[src/hdl/des_pkg.sv]
// DES package: bit permutation helpers, S-box lookup and round constants.
// Used by the round cell and the top level; depends on nothing else.
`default_nettype none
package des_pkg;

  localparam int NumRounds = 16;

  // Control carried alongside each item through the round chain.
  typedef struct packed {
    logic valid;
    logic decrypt;
  } des_ctl_t;

  // Initial permutation.
  function automatic logic [63:0] ip_perm(input logic [63:0] x);
    logic [7:0] tab [64];
    logic [63:0] y;
    tab = '{8'd58,8'd50,8'd42,8'd34,8'd26,8'd18,8'd10,8'd2,8'd60,8'd52,8'd44,8'd36,8'd28,8'd20,
            8'd12,8'd4,8'd62,8'd54,8'd46,8'd38,8'd30,8'd22,8'd14,8'd6,8'd64,8'd56,8'd48,8'd40,
            8'd32,8'd24,8'd16,8'd8,8'd57,8'd49,8'd41,8'd33,8'd25,8'd17,8'd9,8'd1,8'd59,8'd51,
            8'd43,8'd35,8'd27,8'd19,8'd11,8'd3,8'd61,8'd53,8'd45,8'd37,8'd29,8'd21,8'd13,8'd5,
            8'd63,8'd55,8'd47,8'd39,8'd31,8'd23,8'd15,8'd7};
    for (int i = 0; i < 64; i++) y[63-i] = x[64-tab[i]];
    return y;
  endfunction

  // Final (inverse) permutation.
  function automatic logic [63:0] fp_perm(input logic [63:0] x);
    logic [7:0] tab [64];
    logic [63:0] y;
    tab = '{8'd40,8'd8,8'd48,8'd16,8'd56,8'd24,8'd64,8'd32,8'd39,8'd7,8'd47,8'd15,8'd55,8'd23,
            8'd63,8'd31,8'd38,8'd6,8'd46,8'd14,8'd54,8'd22,8'd62,8'd30,8'd37,8'd5,8'd45,8'd13,
            8'd53,8'd21,8'd61,8'd29,8'd36,8'd4,8'd44,8'd12,8'd52,8'd20,8'd60,8'd28,8'd35,8'd3,
            8'd43,8'd11,8'd51,8'd19,8'd59,8'd27,8'd34,8'd2,8'd42,8'd10,8'd50,8'd18,8'd58,8'd26,
            8'd33,8'd1,8'd41,8'd9,8'd49,8'd17,8'd57,8'd25};
    for (int i = 0; i < 64; i++) y[63-i] = x[64-tab[i]];
    return y;
  endfunction

  // Key permutation PC-1 (standard table, parity bits dropped).
  function automatic logic [55:0] pc1_perm(input logic [63:0] x);
    logic [7:0] tab [56];
    logic [55:0] y;
    tab = '{8'd57,8'd49,8'd41,8'd33,8'd25,8'd17,8'd9,8'd1,8'd58,8'd50,8'd42,8'd34,8'd26,8'd18,
            8'd10,8'd2,8'd59,8'd51,8'd43,8'd35,8'd27,8'd19,8'd11,8'd3,8'd60,8'd52,8'd44,8'd36,
            8'd63,8'd55,8'd47,8'd39,8'd31,8'd23,8'd15,8'd7,8'd62,8'd54,8'd46,8'd38,8'd30,8'd22,
            8'd14,8'd6,8'd61,8'd53,8'd45,8'd37,8'd29,8'd21,8'd13,8'd5,8'd28,8'd20,8'd12,8'd4};
    for (int i = 0; i < 56; i++) y[55-i] = x[64-tab[i]];
    return y;
  endfunction

  // Subkey selection PC-2.
  function automatic logic [47:0] pc2_perm(input logic [55:0] x);
    logic [7:0] tab [48];
    logic [47:0] y;
    tab = '{8'd14,8'd17,8'd11,8'd24,8'd1,8'd5,8'd3,8'd28,8'd15,8'd6,8'd21,8'd10,
            8'd23,8'd19,8'd12,8'd4,8'd26,8'd8,8'd16,8'd7,8'd27,8'd20,8'd13,8'd2,
            8'd41,8'd52,8'd31,8'd37,8'd47,8'd55,8'd30,8'd40,8'd51,8'd45,8'd33,8'd48,
            8'd44,8'd49,8'd39,8'd56,8'd34,8'd53,8'd46,8'd42,8'd50,8'd36,8'd29,8'd32};
    for (int i = 0; i < 48; i++) y[47-i] = x[56-tab[i]];
    return y;
  endfunction

  // Expansion E.
  function automatic logic [47:0] e_perm(input logic [31:0] x);
    logic [7:0] tab [48];
    logic [47:0] y;
    tab = '{8'd32,8'd1,8'd2,8'd3,8'd4,8'd5,8'd4,8'd5,8'd6,8'd7,8'd8,8'd9,
            8'd8,8'd9,8'd10,8'd11,8'd12,8'd13,8'd12,8'd13,8'd14,8'd15,8'd16,8'd17,
            8'd16,8'd17,8'd18,8'd19,8'd20,8'd21,8'd20,8'd21,8'd22,8'd23,8'd24,8'd25,
            8'd24,8'd25,8'd26,8'd27,8'd28,8'd29,8'd28,8'd29,8'd30,8'd31,8'd32,8'd1};
    for (int i = 0; i < 48; i++) y[47-i] = x[32-tab[i]];
    return y;
  endfunction

  // Permutation P.
  function automatic logic [31:0] p_perm(input logic [31:0] x);
    logic [7:0] tab [32];
    logic [31:0] y;
    tab = '{8'd16,8'd7,8'd20,8'd21,8'd29,8'd12,8'd28,8'd17,8'd1,8'd15,8'd23,8'd26,8'd5,8'd18,
            8'd31,8'd10,8'd2,8'd8,8'd24,8'd14,8'd32,8'd27,8'd3,8'd9,8'd19,8'd13,8'd30,8'd6,
            8'd22,8'd11,8'd4,8'd25};
    for (int i = 0; i < 32; i++) y[31-i] = x[32-tab[i]];
    return y;
  endfunction

  // S-box lookup: box 0..7, index is row*16 + column.
  function automatic logic [3:0] sbox(input logic [2:0] box, input logic [5:0] idx);
    logic [3:0] t [8][64];
    t = '{
      '{4'd14,4'd4,4'd13,4'd1,4'd2,4'd15,4'd11,4'd8,4'd3,4'd10,4'd6,4'd12,4'd5,4'd9,4'd0,4'd7,
        4'd0,4'd15,4'd7,4'd4,4'd14,4'd2,4'd13,4'd1,4'd10,4'd6,4'd12,4'd11,4'd9,4'd5,4'd3,4'd8,
        4'd4,4'd1,4'd14,4'd8,4'd13,4'd6,4'd2,4'd11,4'd15,4'd12,4'd9,4'd7,4'd3,4'd10,4'd5,4'd0,
        4'd15,4'd12,4'd8,4'd2,4'd4,4'd9,4'd1,4'd7,4'd5,4'd11,4'd3,4'd14,4'd10,4'd0,4'd6,4'd13},
      '{4'd15,4'd1,4'd8,4'd14,4'd6,4'd11,4'd3,4'd4,4'd9,4'd7,4'd2,4'd13,4'd12,4'd0,4'd5,4'd10,
        4'd3,4'd13,4'd4,4'd7,4'd15,4'd2,4'd8,4'd14,4'd12,4'd0,4'd1,4'd10,4'd6,4'd9,4'd11,4'd5,
        4'd0,4'd14,4'd7,4'd11,4'd10,4'd4,4'd13,4'd1,4'd5,4'd8,4'd12,4'd6,4'd9,4'd3,4'd2,4'd15,
        4'd13,4'd8,4'd10,4'd1,4'd3,4'd15,4'd4,4'd2,4'd11,4'd6,4'd7,4'd12,4'd0,4'd5,4'd14,4'd9},
      '{4'd10,4'd0,4'd9,4'd14,4'd6,4'd3,4'd15,4'd5,4'd1,4'd13,4'd12,4'd7,4'd11,4'd4,4'd2,4'd8,
        4'd13,4'd7,4'd0,4'd9,4'd3,4'd4,4'd6,4'd10,4'd2,4'd8,4'd5,4'd14,4'd12,4'd11,4'd15,4'd1,
        4'd13,4'd6,4'd4,4'd9,4'd8,4'd15,4'd3,4'd0,4'd11,4'd1,4'd2,4'd12,4'd5,4'd10,4'd14,4'd7,
        4'd1,4'd10,4'd13,4'd0,4'd6,4'd9,4'd8,4'd7,4'd4,4'd15,4'd14,4'd3,4'd11,4'd5,4'd2,4'd12},
      '{4'd7,4'd13,4'd14,4'd3,4'd0,4'd6,4'd9,4'd10,4'd1,4'd2,4'd8,4'd5,4'd11,4'd12,4'd4,4'd15,
        4'd13,4'd8,4'd11,4'd5,4'd6,4'd15,4'd0,4'd3,4'd4,4'd7,4'd2,4'd12,4'd1,4'd10,4'd14,4'd9,
        4'd10,4'd6,4'd9,4'd0,4'd12,4'd11,4'd7,4'd13,4'd15,4'd1,4'd3,4'd14,4'd5,4'd2,4'd8,4'd4,
        4'd3,4'd15,4'd0,4'd6,4'd10,4'd1,4'd13,4'd8,4'd9,4'd4,4'd5,4'd11,4'd12,4'd7,4'd2,4'd14},
      '{4'd2,4'd12,4'd4,4'd1,4'd7,4'd10,4'd11,4'd6,4'd8,4'd5,4'd3,4'd15,4'd13,4'd0,4'd14,4'd9,
        4'd14,4'd11,4'd2,4'd12,4'd4,4'd7,4'd13,4'd1,4'd5,4'd0,4'd15,4'd10,4'd3,4'd9,4'd8,4'd6,
        4'd4,4'd2,4'd1,4'd11,4'd10,4'd13,4'd7,4'd8,4'd15,4'd9,4'd12,4'd5,4'd6,4'd3,4'd0,4'd14,
        4'd11,4'd8,4'd12,4'd7,4'd1,4'd14,4'd2,4'd13,4'd6,4'd15,4'd0,4'd9,4'd10,4'd4,4'd5,4'd3},
      '{4'd12,4'd1,4'd10,4'd15,4'd9,4'd2,4'd6,4'd8,4'd0,4'd13,4'd3,4'd4,4'd14,4'd7,4'd5,4'd11,
        4'd10,4'd15,4'd4,4'd2,4'd7,4'd12,4'd9,4'd5,4'd6,4'd1,4'd13,4'd14,4'd0,4'd11,4'd3,4'd8,
        4'd9,4'd14,4'd15,4'd5,4'd2,4'd8,4'd12,4'd3,4'd7,4'd0,4'd4,4'd10,4'd1,4'd13,4'd11,4'd6,
        4'd4,4'd3,4'd2,4'd12,4'd9,4'd5,4'd15,4'd10,4'd11,4'd14,4'd1,4'd7,4'd6,4'd0,4'd8,4'd13},
      '{4'd4,4'd11,4'd2,4'd14,4'd15,4'd0,4'd8,4'd13,4'd3,4'd12,4'd9,4'd7,4'd5,4'd10,4'd6,4'd1,
        4'd13,4'd0,4'd11,4'd7,4'd4,4'd9,4'd1,4'd10,4'd14,4'd3,4'd5,4'd12,4'd2,4'd15,4'd8,4'd6,
        4'd1,4'd4,4'd11,4'd13,4'd12,4'd3,4'd7,4'd14,4'd10,4'd15,4'd6,4'd8,4'd0,4'd5,4'd9,4'd2,
        4'd6,4'd11,4'd13,4'd8,4'd1,4'd4,4'd10,4'd7,4'd9,4'd5,4'd0,4'd15,4'd14,4'd2,4'd3,4'd12},
      '{4'd13,4'd2,4'd8,4'd4,4'd6,4'd15,4'd11,4'd1,4'd10,4'd9,4'd3,4'd14,4'd5,4'd0,4'd12,4'd7,
        4'd1,4'd15,4'd13,4'd8,4'd10,4'd3,4'd7,4'd4,4'd12,4'd5,4'd6,4'd11,4'd0,4'd14,4'd9,4'd2,
        4'd7,4'd11,4'd4,4'd1,4'd9,4'd12,4'd14,4'd2,4'd0,4'd6,4'd10,4'd13,4'd15,4'd3,4'd5,4'd8,
        4'd2,4'd1,4'd14,4'd7,4'd4,4'd10,4'd8,4'd13,4'd15,4'd12,4'd9,4'd0,4'd3,4'd5,4'd6,4'd11}};
    return t[box][idx];
  endfunction

  // Round function f(R, K).
  function automatic logic [31:0] feistel(input logic [31:0] r, input logic [47:0] k);
    logic [47:0] x;
    logic [31:0] s;
    logic [5:0] six;
    x = e_perm(r) ^ k;
    for (int b = 0; b < 8; b++) begin
      six = x[47-6*b -: 6];
      s[31-4*b -: 4] = sbox(3'(b), {six[5], six[0], six[4:1]});
    end
    return p_perm(s);
  endfunction

endpackage
`default_nettype wire

[src/hdl/des_round.sv]
// One DES round cell: Feistel round plus key-schedule rotation for its stage.
// Depends on des_pkg.
`default_nettype none
module des_round_cell #(
  parameter int Round = 0
) (
  input  wire logic             clk,
  input  wire logic             rst_n,
  input  wire logic             en,
  input  wire des_pkg::des_ctl_t ctl_in,
  input  wire logic [31:0]      l_in,
  input  wire logic [31:0]      r_in,
  input  wire logic [55:0]      cd_in,
  output des_pkg::des_ctl_t     ctl_out,
  output logic [31:0]           l_out,
  output logic [31:0]           r_out,
  output logic [55:0]           cd_out
);
  // Single-rotation rounds: first, second, ninth and last.
  localparam bit One = (Round == 0) || (Round == 1) || (Round == 8) || (Round == 15);
  // Decrypt walks the schedule backwards; rotate right before use, except round 0.
  localparam int RShift = (Round == 0) ? 0 :
                          ((Round == 1) || (Round == 8) || (Round == 15)) ? 1 : 2;

  logic [27:0] c, d, ce, de, cd_, dd;
  logic [55:0] cd_use, cd_nxt;
  logic [31:0] l_nxt, r_nxt;

  always_comb begin
    c = cd_in[55:28];
    d = cd_in[27:0];
    // Encrypt: left rotate then use.
    ce = One ? {c[26:0], c[27]} : {c[25:0], c[27:26]};
    de = One ? {d[26:0], d[27]} : {d[25:0], d[27:26]};
    // Decrypt: use after right rotate (stage 0 uses the PC-1 value directly).
    case (RShift)
      1: begin
        cd_ = {c[0], c[27:1]};
        dd  = {d[0], d[27:1]};
      end
      2: begin
        cd_ = {c[1:0], c[27:2]};
        dd  = {d[1:0], d[27:2]};
      end
      default: begin
        cd_ = c;
        dd  = d;
      end
    endcase
    cd_use = ctl_in.decrypt ? {cd_, dd} : {ce, de};
    cd_nxt = cd_use;
    l_nxt  = r_in;
    r_nxt  = l_in ^ des_pkg::feistel(r_in, des_pkg::pc2_perm(cd_use));
  end

  // Stage register: control resets, payload does not.
  always_ff @(posedge clk) begin
    if (!rst_n) begin
      ctl_out <= '0;
    end else if (en) begin
      ctl_out <= ctl_in;
    end
  end

  always_ff @(posedge clk) begin
    if (en) begin
      l_out  <= l_nxt;
      r_out  <= r_nxt;
      cd_out <= cd_nxt;
    end
  end
endmodule
`default_nettype wire

[config.mk]
export PLATFORM = sky130hd
export DESIGN_NAME = des_round_cell
export DESIGN_NICKNAME = d
export VERILOG_FILES = /design/src/hdl/des_pkg.sv /design/src/hdl/des_round.sv
export SDC_FILE = /design/constraint.sdc
export NUM_CORES = 1
export LEC_CHECK = 0
export BUFFER_PORTS_ARGS = -buffer_cell sky130_fd_sc_hd__buf_2
export CAP_MARGIN = 20
export CORE_ASPECT_RATIO = 1.25
export CORE_MARGIN = 4
export CORE_UTILIZATION = 45
export DETAILED_ROUTE_END_ITERATION = 7
export PLACE_DENSITY = 0.8
export SLEW_MARGIN = 20
export SYNTH_ARGS = -nofsm -noshare
export SYNTH_HDL_FRONTEND = slang
export SYNTH_SLANG_ARGS = --single-unit
export TNS_END_PERCENT = 20
[constraint.sdc]
create_clock -name clk -period 2.8 [get_ports clk]
set_input_delay 0 -clock clk [delete_from_list [all_inputs] [get_ports clk]]
set_output_delay 0 -clock clk [all_outputs]
set_load 0.03 [all_outputs]
Yosys cells after proc, flatten, opt, wreduce, memory -nomap -nowiden

Memory sizes are Yosys's and may differ from the RTL's.
Cells that the tools add are included.
Widths: inputs -> output; s select.

Word-level logic and storage cells: 48
Output and inout port bits: 122
Register bits after elaboration: 122
ROM bits: 2048
Memories: 8

Memories:

| name             | words | width | rd ports | clocked after memory_dff | wr ports | line           | RTL |
|---|---|---|---|---|---|---|---|
| (name not given) | 64    | 4     | 1        | 0                        | 0        | des_pkg.sv:123 | `return t[box][idx];` |
| (name not given) | 64    | 4     | 1        | 0                        | 0        | des_pkg.sv:123 |  |
| (name not given) | 64    | 4     | 1        | 0                        | 0        | des_pkg.sv:123 |  |
| (name not given) | 64    | 4     | 1        | 0                        | 0        | des_pkg.sv:123 |  |
| (name not given) | 64    | 4     | 1        | 0                        | 0        | des_pkg.sv:123 |  |
| (name not given) | 64    | 4     | 1        | 0                        | 0        | des_pkg.sv:123 |  |
| 2 more memories  | -     | -     | -        | -                        | -        | -              |  |

Bitwise gates (word level): 10
Order comparisons: 8
Muxes and demuxes: 17

Operator list:

| kind               | count |
|---|---|
| $mux 4             | 16 |
| $ge 7x7->1 const B | 8 |
| $mux 56            | 1 |
| $not 6->7          | 8 |
| $xor 48x48->48     | 1 |
| $xor 32x32->32     | 1 |

Logic depth before layout (Yosys ltp)

Gate-level depths: netlist of the first run.

Depth in word-level cells: 7
Depth in mapped cells: 13

Least setup slack after synthesis of the first run

OpenSTA, ideal clock, no wires.

Path kind: input port to flip-flop
Start: input ctl_in[0] (netlist name)
End: register r_out[30], data pin
Data required time: 2.542 ns
Arrival: 2.669 ns
Stages on the path: 12
Path slack: -0.126 ns
Buffers on the path: 4
Cells stage by stage: buf_6 buf_8 buf_6 mux2i_1 xor2_2 inv_1 ha_1 clkbuf_1 mux2i_1 mux4_2 o21ai_1 xnor2_1

Cells in the longest elaborated chain, start to end: 7

Ends and longest elaborated chain:

| what                                      | line            | RTL |
|---|---|---|
| from (decl)                               | des_round.sv:10 | `input wire des_pkg::des_ctl_t ctl_in,` |
| $mux 56                                   | des_round.sv:50 | `cd_use = ctl_in.decrypt ? {cd_, dd} : {ce, de};` |
| $xor 48x48->48                            | des_pkg.sv:131  | `x = e_perm(r) ^ k;` |
| $not 6->7 (not written as such)           | des_pkg.sv:123  |  |
| $mem_v2 64x4                              | -               |  |
| $mux 4 (not written as such) (2 in a row) | des_pkg.sv:123  |  |
| $xor 32x32->32                            | des_round.sv:53 | `r_nxt = l_in ^ des_pkg::feistel(r_in, des_pkg::pc2_perm(cd_use));` |
| net r_nxt[30]                             | des_round.sv:27 | `logic [31:0] l_nxt, r_nxt;` |
| to (signal assigned)                      | des_round.sv:68 | `r_out <= r_nxt;` |
| to (decl)                                 | des_round.sv:16 | `output logic [31:0] r_out,` |

The timed path passes the listed nets, and every way through them passes these cells. The select of a mux whose other input is x is not followed.
A chain may end at the register's enable or synchronous reset.

Final worst setup path of the first run

Start: input cd_in[30]
End: register r_out[16], data pin

Cells in the longest elaborated chain, start to end: 7

Ends and longest elaborated chain:

| what                                      | line            | RTL |
|---|---|---|
| from (decl)                               | des_round.sv:13 | `input wire logic [55:0] cd_in,` |
| $mux 56                                   | des_round.sv:50 |  |
| $xor 48x48->48                            | des_pkg.sv:131  |  |
| $not 6->7 (not written as such)           | des_pkg.sv:123  |  |
| $mem_v2 64x4                              | -               |  |
| $mux 4 (not written as such) (2 in a row) | des_pkg.sv:123  |  |
| $xor 32x32->32                            | des_round.sv:53 |  |
| net r_nxt[16]                             | des_round.sv:27 |  |

The timed path passes the listed nets, and every way through them passes these cells. The select of a mux whose other input is x is not followed.

==> metrics list, run 1 <==
* Status: finished, final reports clean
* # hold bufs at CTS: 129
- Total number of nets in the final design: 1,559
- CTS saw 122 sinks.
* Max VDD drop: 0.000416 V
- Dividing the synthesized area by the synthesized cell count gives 11.0 um2.
* Cell Rows: 61
- Net switching is 38.0% of the power.
- In this run the worst hold path is classified as primary input to flip-flop.
- The tree is rooted in a sky130_fd_sc_hd__clkbuf_16.
* Number of CTS-inserted buffers: 17
- Number of DRC markers after the initial detailed-route iteration: 614
* Post-Synthesis Net Count: 1,131
- The clock network is responsible for 25.9% of the overall power.
- Setup slack on the worst reg-to-reg path comes out at 1.57 ns.
- Wire length of the first global-routing pass: 50,800 um
- The biggest area contributor in the post-synthesis netlist is sky130_fd_sc_hd__edfxtp_1.
- Count of instances resized after the clock tree is built: 0
* Most common cell in the synthesized netlist: sky130_fd_sc_hd__edfxtp_1
- Setup violators final: 0
- Number of filler cells placed in the layout: 1,724
- Cells after Synth: 944
- Dominant cells by area after synthesis: sky130_fd_sc_hd__edfxtp_1 35%, sky130_fd_sc_hd__ha_1 7.5%, sky130_fd_sc_hd__mux2i_1 6.4%, sky130_fd_sc_hd__mux4_2 5.2%, sky130_fd_sc_hd__xnor2_1 4.4%
- Unique cell type count in the Yosys netlist: 71
- CP Launch Point: cd_in[30]
- Final worst path period need: 2.67 ns
- Worst path bufs/invs: 3
- Area used by multi-input combinational logic: 0.00612 mm2
- The final-report max-slew violation count came to 0.
- After detailed routing, the number of remaining DRC violations is 0.
- Ys Warns: 0
* Post CTS Setup Buffer Count: 0
* Endpoint of the worst register-to-register path: ctl_out[1]
* Count of input and output buffers: 246
* Total Routed Length: 32,800 um
- Utilization after layout: 63.1%
* Floorplan die width: 144 um
- In the synthesized netlist, the cells that appear most often are 120 x sky130_fd_sc_hd__edfxtp_1, 78 x sky130_fd_sc_hd__inv_1, 66 x sky130_fd_sc_hd__mux2i_1.
* Internal: 5170 uW
* Global Route Usage Sum: 25.4%
- The most critical setup path has its endpoint at r_out[16].
- After clock tree synthesis, the clock-pin slew on the worst setup and hold paths is 0.06 ns.
- Count of final hold-check violations: 0
- Of the total power, combinational logic draws 45.5%.
* Floorplan die area: 0.0255 mm2
- The via count of the first global-routing pass is 9,491.
- Number of detailed-route iterations in the first pass: 5
- The largest single stage delay on the critical path is 0.54 ns.
* Worst Max-Slew Pin Slew: 1.02 ns
* Total number of cells along the worst setup path: 11
- Fraction of the cycle the final worst path needs: 95.2%
- Setup clock skew after layout: 0 ns
* Slew Limit Headroom: 31.5%
* Net switching component of the power: 3170 uW
- The synthesized netlist occupies a cell area of 0.0103 mm2.
- Power spread over the standard cell area amounts to 589 mW/mm2.
* Cell-by-cell trace of the critical path: dlygate4sd3_1 -> buf_2 -> mux2i_1 -> xnor2_2 -> ha_1 -> inv_1 -> mux2_2 -> mux2i_1 -> mux2i_1 -> a22oi_1 -> xnor2_1
- Reported max-cap violation count: 0
* Crit-path most repeated cell: sky130_fd_sc_hd__mux2i_1
- Async set-or-reset flop fraction in the synthesized netlist: 0%
- Critical Path Source Type: primary input
- The clock tree synthesis step divided the H-tree into 4 levels.
- Core box area: 0.0224 mm2
- Share of power burned in registers: 28.7%
- ANT nets after route: 0
- Setup repair after global routing missed its margin: no
* Critical Path AT: 2.83 ns
* Worst-path cell with the longest stage delay: sky130_fd_sc_hd__dlygate4sd3_1
- The HPWL after detailed placement is 22,600 um.
- The number of cells on the worst reg-to-reg path is 3.
* Synthesized flop and latch total: 122
- Dividing the detail-routed wire length by the instance count gives 19.6 um.
* Via density: 5.70
- By startpoint and endpoint, the worst setup path is classified as primary input to flip-flop.
* Most common flop cell mapped by yosys: sky130_fd_sc_hd__edfxtp_1
- Total Power Consumption: 8340 uW
* TritonCTS clock tree: built
- Least setup slack across all paths after layout: 0.134 ns
- Yosys mapped a number of flops with a built-in enable equal to 120.
* Combined flip-flop and latch cell area: 0.00364 mm2
* Sequential share of the synthesized area: 35.2%
- For this design the static power due to leakage is 0.00611 uW.
- Entering global routing, the biggest net connects 65 pins.
* Worst path required time: 2.96 ns
- Fraction of synthesized cell area taken by the top area cell type: 34.8%
- Pin placement for this block handled 247 I/O pins.
* Area growth from synthesis to final layout: 36.9%
- The worst setup path is captured at a flip-flop.
* Starting utilization of the core area: 46.1%
* Ratio of cells with drive above 1 in the final layout: 33.1%
- Maximum operating frequency: 375 MHz
* Clk_lat worst skew: 0.42 ns
* Biggest fanout along the worst timing path: 12
- Number of antenna violations at the first check in global routing: 1
- Die Y: 177 um
* DR vias: 9,506
* Reg-to-reg startpoint: ctl_out[1]
* Cell class contributing the biggest share of worst-path delay: multiplexers
- For this run the aggregate overflow at the end of global routing stands at 0.
* Largest buffer count on any clock path: 2
* RePlAce Congestion: 0.973
* Minimum setup slack after placement: -0.0504 ns
==> per-layer routing <==
metal | wire, um | GRT usage [%]
met5 | 0 | 0
met4 | 1470 | 11.8
met3 | 2240 | 4.64
met2 | 16800 | 44.1
met1 | 12300 | 30.2
==> through the flow <==
step / hold slack, ns / TNS, ns / std cells / area [um2]
after floorplan: 0.0989 / 0 / 944 / 10300
after global placement: 0.214 / -0.0173 / 1507 / 12300
after detailed placement: 0.215 / -0.0606 / 1507 / 12300
after CTS: 0.00301 / 0 / 1668 / 14100
after global routing: 0.00525 / 0 / 1669 / 14200
final: 0.0168 / 0 / 1669 / 14200
==> flip-flops by register name (all words and copies together), names as in the netlist <==
register / cells
cd_out: 56
l_out: 32
r_out: 32
ctl_out: 2
==> power groups by stage <==
| stage | registers, uW | logic, uW | clock network (uW) |
|---|---|---|---|
| floorplan | 2920 | 1990 | 0 |
| global route | 2410 | 4070 | 2270 |
| detailed placement | 2420 | 3540 | 0 |
| finish | 2390 | 3790 | 2160 |
| CTS | 2380 | 3710 | 2180 |
| global placement | 2410 | 3480 | 0 |
==> worst min-delay path by stage <==
stage / from / slack, ns / to / cells after the start
2_1_floorplan: r_in[0] / 0.1 / l_out[0] / 0
3_3_place_gp: r_in[18] / 0.21 / l_out[18] / 1
3_5_place_dp: r_in[21] / 0.21 / l_out[21] / 1
4_1_cts: cd_in[28] / 0.003 / cd_out[29] / 3
5_1_grt: cd_in[28] / 0.005 / cd_out[29] / 3
6_report: cd_in[53] / 0.02 / cd_out[54] / 3
==> logic make-up after synthesis <==
family | count (synthesis) | share of synthesized area (%)
buf+inv | 128 | 5.69
simple gates | 187 | 8.10
xor+xnor | 122 | 13.1
flops | 122 | 35.2
compound gates | 193 | 12.8
mux | 130 | 17.6
fa+ha+maj | 62 | 7.50
==> area by class of cell <==
cell class                      instances  share of cell area (%)
Multi-Input combinational cell        694                    43.2
Sequential cell                       122                    25.7
Timing Repair Buffer                  454                    22.3
Clock buffer                           19                    3.06
Tap cell                              283                    2.50
Inverter                               83                    2.20
Clock inverter                         13                   0.902
Antenna cell                            1                  0.0177
==> worst reg2reg max path: stages (launching register included) <==
cell and delay (ns):
sky130_fd_sc_hd__dfxtp_1 0.31, sky130_fd_sc_hd__mux2i_1 0.15, sky130_fd_sc_hd__nor2b_1 0.08, sky130_fd_sc_hd__dlygate4sd3_1 0.57
==> placed cells by master, fill, tap and decap left out, types with 4 or more instances in the layout <==
| cell | synthesis | final |
|---|---|---|
| sky130_fd_sc_hd__a2111oi_0 | 5 | 5 |
| sky130_fd_sc_hd__a211oi_1 | 24 | 24 |
| sky130_fd_sc_hd__a21oi_1 | 33 | 33 |
| sky130_fd_sc_hd__a311oi_1 | 8 | 8 |
| sky130_fd_sc_hd__a31oi_1 | 11 | 11 |
| sky130_fd_sc_hd__and3_1 | 4 | 4 |
| sky130_fd_sc_hd__buf_2 | 21 | 244 |
| sky130_fd_sc_hd__buf_4 | 2 | 77 |
| sky130_fd_sc_hd__clkbuf_16 | 0 | 17 |
| sky130_fd_sc_hd__clkinv_2 | 0 | 4 |
| sky130_fd_sc_hd__dlygate4sd3_1 | 0 | 129 |
| sky130_fd_sc_hd__edfxtp_1 | 120 | 120 |
| sky130_fd_sc_hd__ha_1 | 62 | 62 |
| sky130_fd_sc_hd__inv_1 | 78 | 78 |
| sky130_fd_sc_hd__inv_2 | 4 | 4 |
| sky130_fd_sc_hd__mux2_2 | 18 | 18 |
| sky130_fd_sc_hd__mux2i_1 | 66 | 65 |
| sky130_fd_sc_hd__mux2i_2 | 10 | 11 |
| sky130_fd_sc_hd__mux2i_4 | 10 | 10 |
| sky130_fd_sc_hd__mux4_2 | 24 | 24 |
| sky130_fd_sc_hd__nand2_1 | 57 | 57 |
| sky130_fd_sc_hd__nand3_1 | 31 | 31 |
| sky130_fd_sc_hd__nor2_1 | 48 | 48 |
| sky130_fd_sc_hd__nor3_1 | 30 | 30 |
| sky130_fd_sc_hd__o2111ai_1 | 10 | 10 |
| sky130_fd_sc_hd__o211ai_1 | 16 | 16 |
| sky130_fd_sc_hd__o21ai_0 | 40 | 40 |
| sky130_fd_sc_hd__o21ai_1 | 5 | 5 |
| sky130_fd_sc_hd__o221ai_1 | 5 | 5 |
| sky130_fd_sc_hd__o31ai_1 | 5 | 5 |
| sky130_fd_sc_hd__o41ai_1 | 4 | 4 |
| sky130_fd_sc_hd__xnor2_1 | 52 | 51 |
| sky130_fd_sc_hd__xnor2_2 | 20 | 21 |
| sky130_fd_sc_hd__xor2_1 | 36 | 36 |
| sky130_fd_sc_hd__xor2_2 | 11 | 11 |
Power figures use the tool's default switching activity.
==> run 2, diff against run 1 <==
- PLACE_DENSITY: 0.8 -> 0.72
==> run 2 against run 1 <==
Effect of this change: the flow now finishes with violations (negative hold slack); maximum frequency rose by 0.56%; hold slack got worse by 0.025 ns; count of clock-buffer cells in the layout is 2 higher; combinational power down 1%; first-iteration DRC count shrank 14%; total power down 2.2%; largest power group unchanged.
==> metrics list, run 2 (synthesis results as in run 1) <==
- Status: complete, but fails checks (was finished, final reports clean)
- The final reports fail on negative hold slack.
- The footprint of the multi-input gates was 0.00612 mm2 (about the same).
- The placement row count came to 61 (unchanged).
* Largest net degree at the start of global routing: 60 (was 65)
- Via density: 5.51 (was 5.70)
- The max-capacitance violation count was 0 (unchanged).
* Layout Cell Area excl Fill: 0.0141 mm2 (was 0.0142 mm2)
- Floorplan die width: 144 um (unchanged)
- The clock transition at the registers of the reported paths was 0.06 ns (about the same).
* Number of slew-limit violations in the final report: 0 (unchanged)
* Class of the tightest hold or removal check: primary input to flip-flop (unchanged)
- I/O pin count: 247 (unchanged)
- The fmax was 377 MHz (was 375 MHz).
- Registers with the highest flip-flop counts: cd_out: 56 flops, l_out: 32 flops, r_out: 32 flops (unchanged)
* M1 WL: 12,400 um (was 12,300 um)
* Via count of the first global-routing pass: 9,193 (was 9,491)
- The aggregate global-route resource usage is 24.4% (was 25.4%).
* Area growth from synthesis to final layout: 36.2% (was 36.9%)
- Ratio of cells with drive above 1 in the final layout: 32.9% (was 33.1%)
* Number of detailed-route iterations in the first pass: 5 (unchanged)
- The power per standard cell area came to 579 mW/mm2 (was 589 mW/mm2).
* Combinational fraction of design power: 45.9% (was 45.5%)
* RePlAce Congestion: 0.948 (was 0.973)
- Combined flip-flop and latch cell area: 0.00364 mm2 (unchanged)
- Count of input and output buffers: 246 (unchanged)
- The number of hold violations in the final report was 1 (was 0).
- The number of flip-flops under the largest register name is 56 (unchanged).
- The internal power consumption was 5070 uW (was 5170 uW).
- The setup slack after layout was 0.148 ns (was 0.134 ns).
- The overall die area was 0.0255 mm2 (unchanged).
- The met3 wire length came to 1980 um (was 2240 um).
* Setup_tns: 0 ns (unchanged)
* Switching part of the total: 37.8% (was 38.0%)
- Critical Path Source Type: primary input (unchanged)
- Worst hold margin: -0.00856 ns (was 0.0168 ns)
- Count of H-tree levels built during CTS: 4 (unchanged)
- ANT nets after route: 0 (unchanged)
* Worst Max-Slew Pin Slew: 1.06 ns (was 1.02 ns)
* Wire length of the first global-routing pass: 49,100 um (was 50,800 um)
* Number of CTS-inserted buffers: 17 (unchanged)
- Most common library cell in the layout ignoring fill and taps: sky130_fd_sc_hd__buf_2 (unchanged)
* Static leakage: 0.00606 uW (was 0.00611 uW)
* Core box area: 0.0224 mm2 (unchanged)
* Clk_lat worst skew: 0.41 ns (was 0.42 ns)
- The total placed cells including tap cells came to 1,507 (unchanged).
- Starting utilization of the core area: 46.1% (unchanged)
- Net switching component of the power: 3080 uW (was 3170 uW)
- The number of cell instances on the worst register-to-register path is 3 (unchanged).
- The register ranked first by flip-flop count was cd_out (unchanged).
* Number of filler cells placed in the layout: 1,833 (was 1,724)
- Min-Delay Startpoint: cd_in[11] (was cd_in[53])
* Half-perimeter wire length of the detailed placement result: 23,100 um (was 22,600 um)
* Slew Limit Headroom: 29.1% (was 31.5%)
- The sequential cell fraction of total power came to 29.3% (was 28.7%).
- Biggest fanout along the worst timing path: 10 (was 12)
* Setup violators final: 0 (unchanged)
- Clock group share of total power: 24.8% (was 25.9%)
- The critical path arrival is 2.82 ns (was 2.83 ns).
* Drt wl/cell: 19.0 um (was 19.6 um)
* Total gr overflow: 0 (unchanged)
- The count of vias placed by the detailed router is 9,161 (was 9,506).
- The minimum period implied by the final worst setup slack came to 2.65 ns (was 2.67 ns).
* Largest buffer count on any clock path: 2 (unchanged)
* Highest metal layer with signal wires: met4 (unchanged)
- Detail Route met2 WL: 16,400 um (was 16,800 um)
* Die Y: 177 um (unchanged)
- Count of clock tree sinks: 122 (unchanged)
- The type of destination of the critical path is a flip-flop (unchanged).
* Setup repair after global routing missed its margin: yes (was no)
- Cell area after placement: 0.0123 mm2 (about the same)
- Top library cells by usage in the layout, fill and taps aside: 244 x sky130_fd_sc_hd__buf_2, 123 x sky130_fd_sc_hd__dlygate4sd3_1, 120 x sky130_fd_sc_hd__edfxtp_1, 78 x sky130_fd_sc_hd__inv_1, 76 x sky130_fd_sc_hd__buf_4 (was 244 x sky130_fd_sc_hd__buf_2, 129 x sky130_fd_sc_hd__dlygate4sd3_1, 120 x sky130_fd_sc_hd__edfxtp_1, 78 x sky130_fd_sc_hd__inv_1, 77 x sky130_fd_sc_hd__buf_4)
- Worst setup slack for register-to-register paths: 1.64 ns (was 1.57 ns)
- Post CTS Setup Buffer Count: 0 (unchanged)
- The initial antenna violation count is 2 (was 1).
- The cell chosen for the clock root is sky130_fd_sc_hd__clkbuf_16 (unchanged).
- The worst endpoint required time was 2.96 ns (about the same).
- The start point of the critical path was cd_in[10] (was cd_in[30]).
- The largest voltage drop on the vdd net is 0.000407 V (was 0.000416 V).
- The startpoint of the lowest-slack register-to-register path is ctl_out[1] (unchanged).
- Number of remaining DRC errors: 0 (unchanged)
- Endpoint of the worst register-to-register path: ctl_out[1] (unchanged)
- Total Routed Length: 31,600 um (was 32,800 um)
* Total number of nets in the final design: 1,554 (was 1,559)
* Fraction of the cycle the final worst path needs: 94.7% (was 95.2%)
- The class of the most critical setup path is primary input to flip-flop (unchanged).
- Setup clock skew after layout: 0 ns (unchanged)
- TritonCTS clock tree: built (unchanged)
- The worst setup path endpoint is r_out[3] (was r_out[16]).
* Number of DRC markers after the initial detailed-route iteration: 529 (was 614)
* Non-filler cells, final: 1,664 (was 1,669)
* Minimum setup slack after placement: 0.0374 ns (was -0.0504 ns)
-- run 2: timing repair --
| action | in CTS | in global routing |
|---|---|---|
| setup endpoints to repair | 0 | 2 |
| resized for setup | 0 | 1 |
| hold endpoints to repair | 104 | 0 |
| hold buffers | 123 | 0 |
-- run 2: worst max-delay path, stage by stage --
cell	delay [ns]
sky130_fd_sc_hd__dlygate4sd3_1	0.54
sky130_fd_sc_hd__buf_2	0.13
sky130_fd_sc_hd__mux2i_1	0.11
sky130_fd_sc_hd__xnor2_2	0.47
sky130_fd_sc_hd__inv_2	0.12
sky130_fd_sc_hd__buf_4	0.20
sky130_fd_sc_hd__ha_1	0.22
sky130_fd_sc_hd__nor3_1	0.30
sky130_fd_sc_hd__a21oi_1	0.08
sky130_fd_sc_hd__mux4_2	0.50
sky130_fd_sc_hd__xnor2_1	0.14
-- run 2: through the flow --
stage                     util (%)  power, uW
final                         62.7       8160
after global routing          62.7       8590
after CTS                     62.6       8140
after detailed placement      54.8       5970
after global placement        54.8       5930
after floorplan                  -       4910
-- run 2: power groups by stage --
| stage | combinational [uW] | sequential (uW) | clock [uW] |
|---|---|---|---|
| floorplan | 1990 | 2920 | 0 |
| global placement | 3520 | 2410 | 0 |
| detailed placement | 3550 | 2420 | 0 |
| CTS | 3710 | 2380 | 2040 |
| global route | 4040 | 2410 | 2140 |
| finish | 3740 | 2390 | 2030 |
-- run 2: area by class of cell --
class / instances / share of cell area [%]
Antenna cell: 2 / 0.0355
Clock buffer: 21 / 3.13
Clock inverter: 10 / 0.560
Inverter: 83 / 2.21
Multi-Input combinational cell: 694 / 43.5
Sequential cell: 122 / 25.9
Tap cell: 283 / 2.52
Timing Repair Buffer: 449 / 22.2
-- run 2: worst min path at each step --
stage	to	slack (ns)	depth (start not counted)
global route	cd_out[28]	0.03	3
CTS	cd_out[12]	0.001	3
finish	cd_out[12]	-0.009	3
floorplan	l_out[0]	0.1	0
global placement	l_out[18]	0.20	1
detailed placement	l_out[18]	0.21	1
-- run 2: routing by layer --
layer,GRT usage (%),vias up
li1,-,4331
met1,30.9,4361
met2,42.6,410
met3,3.58,59
met4,8.44,0
met5,0,-
==> run 3, diff against run 2 <==
- CTS_CLUSTER_SIZE: not set -> 16
- RECOVER_POWER: not set -> 100
==> run 3 against run 2 <==
Effect of this change: the run ends with negative hold slack, max-capacitance violations, max-slew violations left; global-route usage did not move; register-to-register slack barely moved; wire length grew 0.29%; clock skew is the same; highest routed layer unchanged; largest cell class unchanged; setup slack better by 0.013 ns; total power decreased by 1.0%; maximum frequency grew 0.51%; combinational power is 2% lower.
==> metrics list, run 3 (synthesis results as in run 1) <==
* Number of CTS-inserted buffers: 17 (unchanged)
- DR vias: 9,188 (was 9,161)
- Slew Limit Headroom: -13.4% (was 29.1%)
* Area growth from synthesis to final layout: 33.4% (was 36.2%)
* Max VDD drop: 0.000404 V (was 0.000407 V)
- Largest buffer count on any clock path: 2 (unchanged)
- The met2 usage was 42.6% (unchanged).
- The sequential cell fraction of total power is 29.7% (was 29.3%).
- Top library cells by usage in the layout, fill and taps aside: 170 x sky130_fd_sc_hd__clkbuf_1, 123 x sky130_fd_sc_hd__dlygate4sd3_1, 120 x sky130_fd_sc_hd__edfxtp_1, 81 x sky130_fd_sc_hd__buf_2, 78 x sky130_fd_sc_hd__inv_1 (was 244 x sky130_fd_sc_hd__buf_2, 123 x sky130_fd_sc_hd__dlygate4sd3_1, 120 x sky130_fd_sc_hd__edfxtp_1, 78 x sky130_fd_sc_hd__inv_1, 76 x sky130_fd_sc_hd__buf_4).
* Number of antenna violations at the first check in global routing: 2 (unchanged)
- Reported max-cap violation count: 1 (was 0)
- Class of the tightest hold or removal check: primary input to flip-flop (unchanged)
- The met1 demand-to-capacity share in global routing is 30.9% (unchanged).
* Setup_tns: 0 ns (unchanged)
* TritonCTS clock tree: built (unchanged)
- Static leakage: 0.00561 uW (was 0.00606 uW)
- Die Y: 177 um (unchanged)
- Cell Rows: 61 (unchanged)
- The die outline width came to 144 um (unchanged).
* Root Buffer Master: sky130_fd_sc_hd__clkbuf_16 (unchanged)
- The final setup violation count was 0 (unchanged).
- The total congestion overflow after global routing is 0 (unchanged).
- The first-pass detailed-route iteration total came to 5 (unchanged).
- The count of input and output buffers came to 246 (unchanged).
- The class of the most critical setup path is primary input to flip-flop (unchanged).
* Count of clock tree sinks: 122 (unchanged)
- RePlAce Congestion: 0.948 (unchanged)
- Number of DRC markers after the initial detailed-route iteration: 504 (was 529)
* Number of slew-limit violations in the final report: 60 (was 0)
- The maximum fanout encountered on the critical timing path came to 10 (unchanged).
- Status: complete, but fails checks (unchanged)
* Worst Max-Slew Pin Slew: 1.70 ns (was 1.06 ns)
* Combinational fraction of design power: 45.2% (was 45.9%)
- Internal: 4990 uW (was 5070 uW)
- The overall die area is 0.0255 mm2 (unchanged).
* Most common library cell in the layout ignoring fill and taps: sky130_fd_sc_hd__clkbuf_1 (was sky130_fd_sc_hd__buf_2)
- Largest net degree at the start of global routing: 60 (unchanged)
- Maximum operating frequency: 379 MHz (was 377 MHz)
* Max FFs per register: 56 (unchanged)
- The clock transition at the registers of the reported paths came to 0.05 ns (was 0.06 ns).
- The remaining antenna violation count was 0 (unchanged).
* Via density: 5.52 (was 5.51)
- The aggregate global-route resource usage came to 24.4% (unchanged).
* Half-perimeter wire length of the detailed placement result: 23,100 um (unchanged)
* I/O pin count: 247 (unchanged)
- Registers with the highest flip-flop counts: cd_out: 56 flops, l_out: 32 flops, r_out: 32 flops (unchanged).
- Clk_lat worst skew: 0.41 ns (about the same)
* Total Power Consumption: 8070 uW (was 8160 uW)
* Total number of nets in the final design: 1,554 (unchanged)
- Core box area: 0.0224 mm2 (unchanged)
- The part of the total power dissipated in the clock network came to 25.0% (was 24.8%).
* Busiest layer in global routing: met2 (unchanged)
* Switching part of the total: 38.2% (was 37.8%)
* Drt wl/cell: 19.0 um (about the same)
* Ratio of cells with drive above 1 in the final layout: 20.2% (was 32.9%)
* Count of H-tree levels built during CTS: 4 (unchanged)
* Critical Path AT: 2.80 ns (was 2.82 ns)
- Setup repair after global routing missed its margin: yes (unchanged)
- The remaining design rule violation count was 0 (unchanged).
- The fraction of the cycle the final worst path needs was 94.2% (was 94.7%).
- Setup clock skew after layout: 0 ns (unchanged)
* Count of final hold-check violations: 1 (unchanged)
- Register bank with the most flops: cd_out (unchanged)
- The type of destination of the critical path is a flip-flop (unchanged).
- Critical Path Source Type: primary input (unchanged)
- The switching power came to 3090 uW (was 3080 uW).
- Worst hold margin: -0.00281 ns (was -0.00856 ns)
* Total Routed Length: 31,700 um (was 31,600 um)
- Power density over the cells: 585 mW/mm2 (was 579 mW/mm2)
- Violations in the final reports: negative hold slack, max-capacitance violations, max-slew violations (was negative hold slack)
- The filler cell count in the final layout is 1,938 (was 1,833).
- GRT met3 Usage: 3.58% (unchanged)
- Final worst path period need: 2.64 ns (was 2.65 ns)
* Wire length of the first global-routing pass: 49,100 um (unchanged)
- The via count of the first global-routing pass is 9,193 (unchanged).
- The initial cell density of the core was 46.1% (unchanged).
- The worst endpoint required time was 2.96 ns (about the same).
[run 3: cell types whose count changed in the layout (fill, tap and decap cells not counted), sizes merged]
cell and change:
buf -169, clkbuf +169
[run 3: final timing paths]
kind	from	end	slack (ns)	cells past startpoint
worst max-delay path	cd_in[10]	r_out[3]	0.16	11
worst min-delay path	cd_in[11]	cd_out[12]	-0.003	3
worst max register to register	ctl_out[1]	ctl_out[1]	1.63	3
worst min register to register	ctl_out[0]	ctl_out[0]	0.52	2
[run 3: timing repair]
item	CTS	global route
gates resized for setup	0	1
hold endpoints to repair	104	0
setup buffers	0	0
endpoints found under the setup margin	0	2
hold buffers	123	0
[run 3: per-stage QoR]
stage               worst slack [ns]  instances  cell area (um2)  util [%]  hold WS (ns)
floorplan                    0.00819        944            10300         -        0.0989
global placement              0.0686       1507            12300      54.8         0.204
detailed placement            0.0374       1507            12300      54.8         0.205
CTS                            0.152       1661            14100      62.6       0.00123
global route                 -0.0105       1664            13800      61.5        0.0330
finish                         0.162       1664            13800      61.5      -0.00281
[run 3: layout make-up]
| type | count | area (um2) | area share, % |
|---|---|---|---|
| multi-input combinational | 694 | 6070 | 44.0 |
| sequential | 122 | 3640 | 26.4 |
| timing repair buffer | 449 | 2900 | 21.0 |
| clock buffer | 21 | 440 | 3.19 |
| tap | 283 | 354 | 2.57 |
| inverter | 83 | 312 | 2.26 |
| clock inverter | 10 | 78.8 | 0.571 |
| antenna | 2 | 5.00 | 0.0363 |
[run 3: critical path, cell delays in order]
cell	delay, ns
sky130_fd_sc_hd__dlygate4sd3_1	0.54
sky130_fd_sc_hd__buf_2	0.13
sky130_fd_sc_hd__mux2i_1	0.11
sky130_fd_sc_hd__xnor2_2	0.46
sky130_fd_sc_hd__inv_2	0.12
sky130_fd_sc_hd__buf_4	0.19
sky130_fd_sc_hd__ha_1	0.23
sky130_fd_sc_hd__nor3_1	0.29
sky130_fd_sc_hd__a21oi_1	0.08
sky130_fd_sc_hd__mux4_2	0.50
sky130_fd_sc_hd__xnor2_1	0.14
[run 3: power groups by stage]
stage,clock [uW],sequential [uW],combinational [uW]
after detailed placement,0,2420,3550
after global routing,2140,2420,3950
final,2020,2400,3650
after global placement,0,2410,3520
after floorplan,0,2920,1990
after CTS,2040,2380,3710
[run 3: per-layer routing]
| metal | wire [um] | vias up |
|---|---|---|
| met5 | 0 | - |
| met4 | 928 | 0 |
| met3 | 1960 | 68 |
| met2 | 16300 | 405 |
| met1 | 12500 | 4391 |
| li1 | - | 4324 |
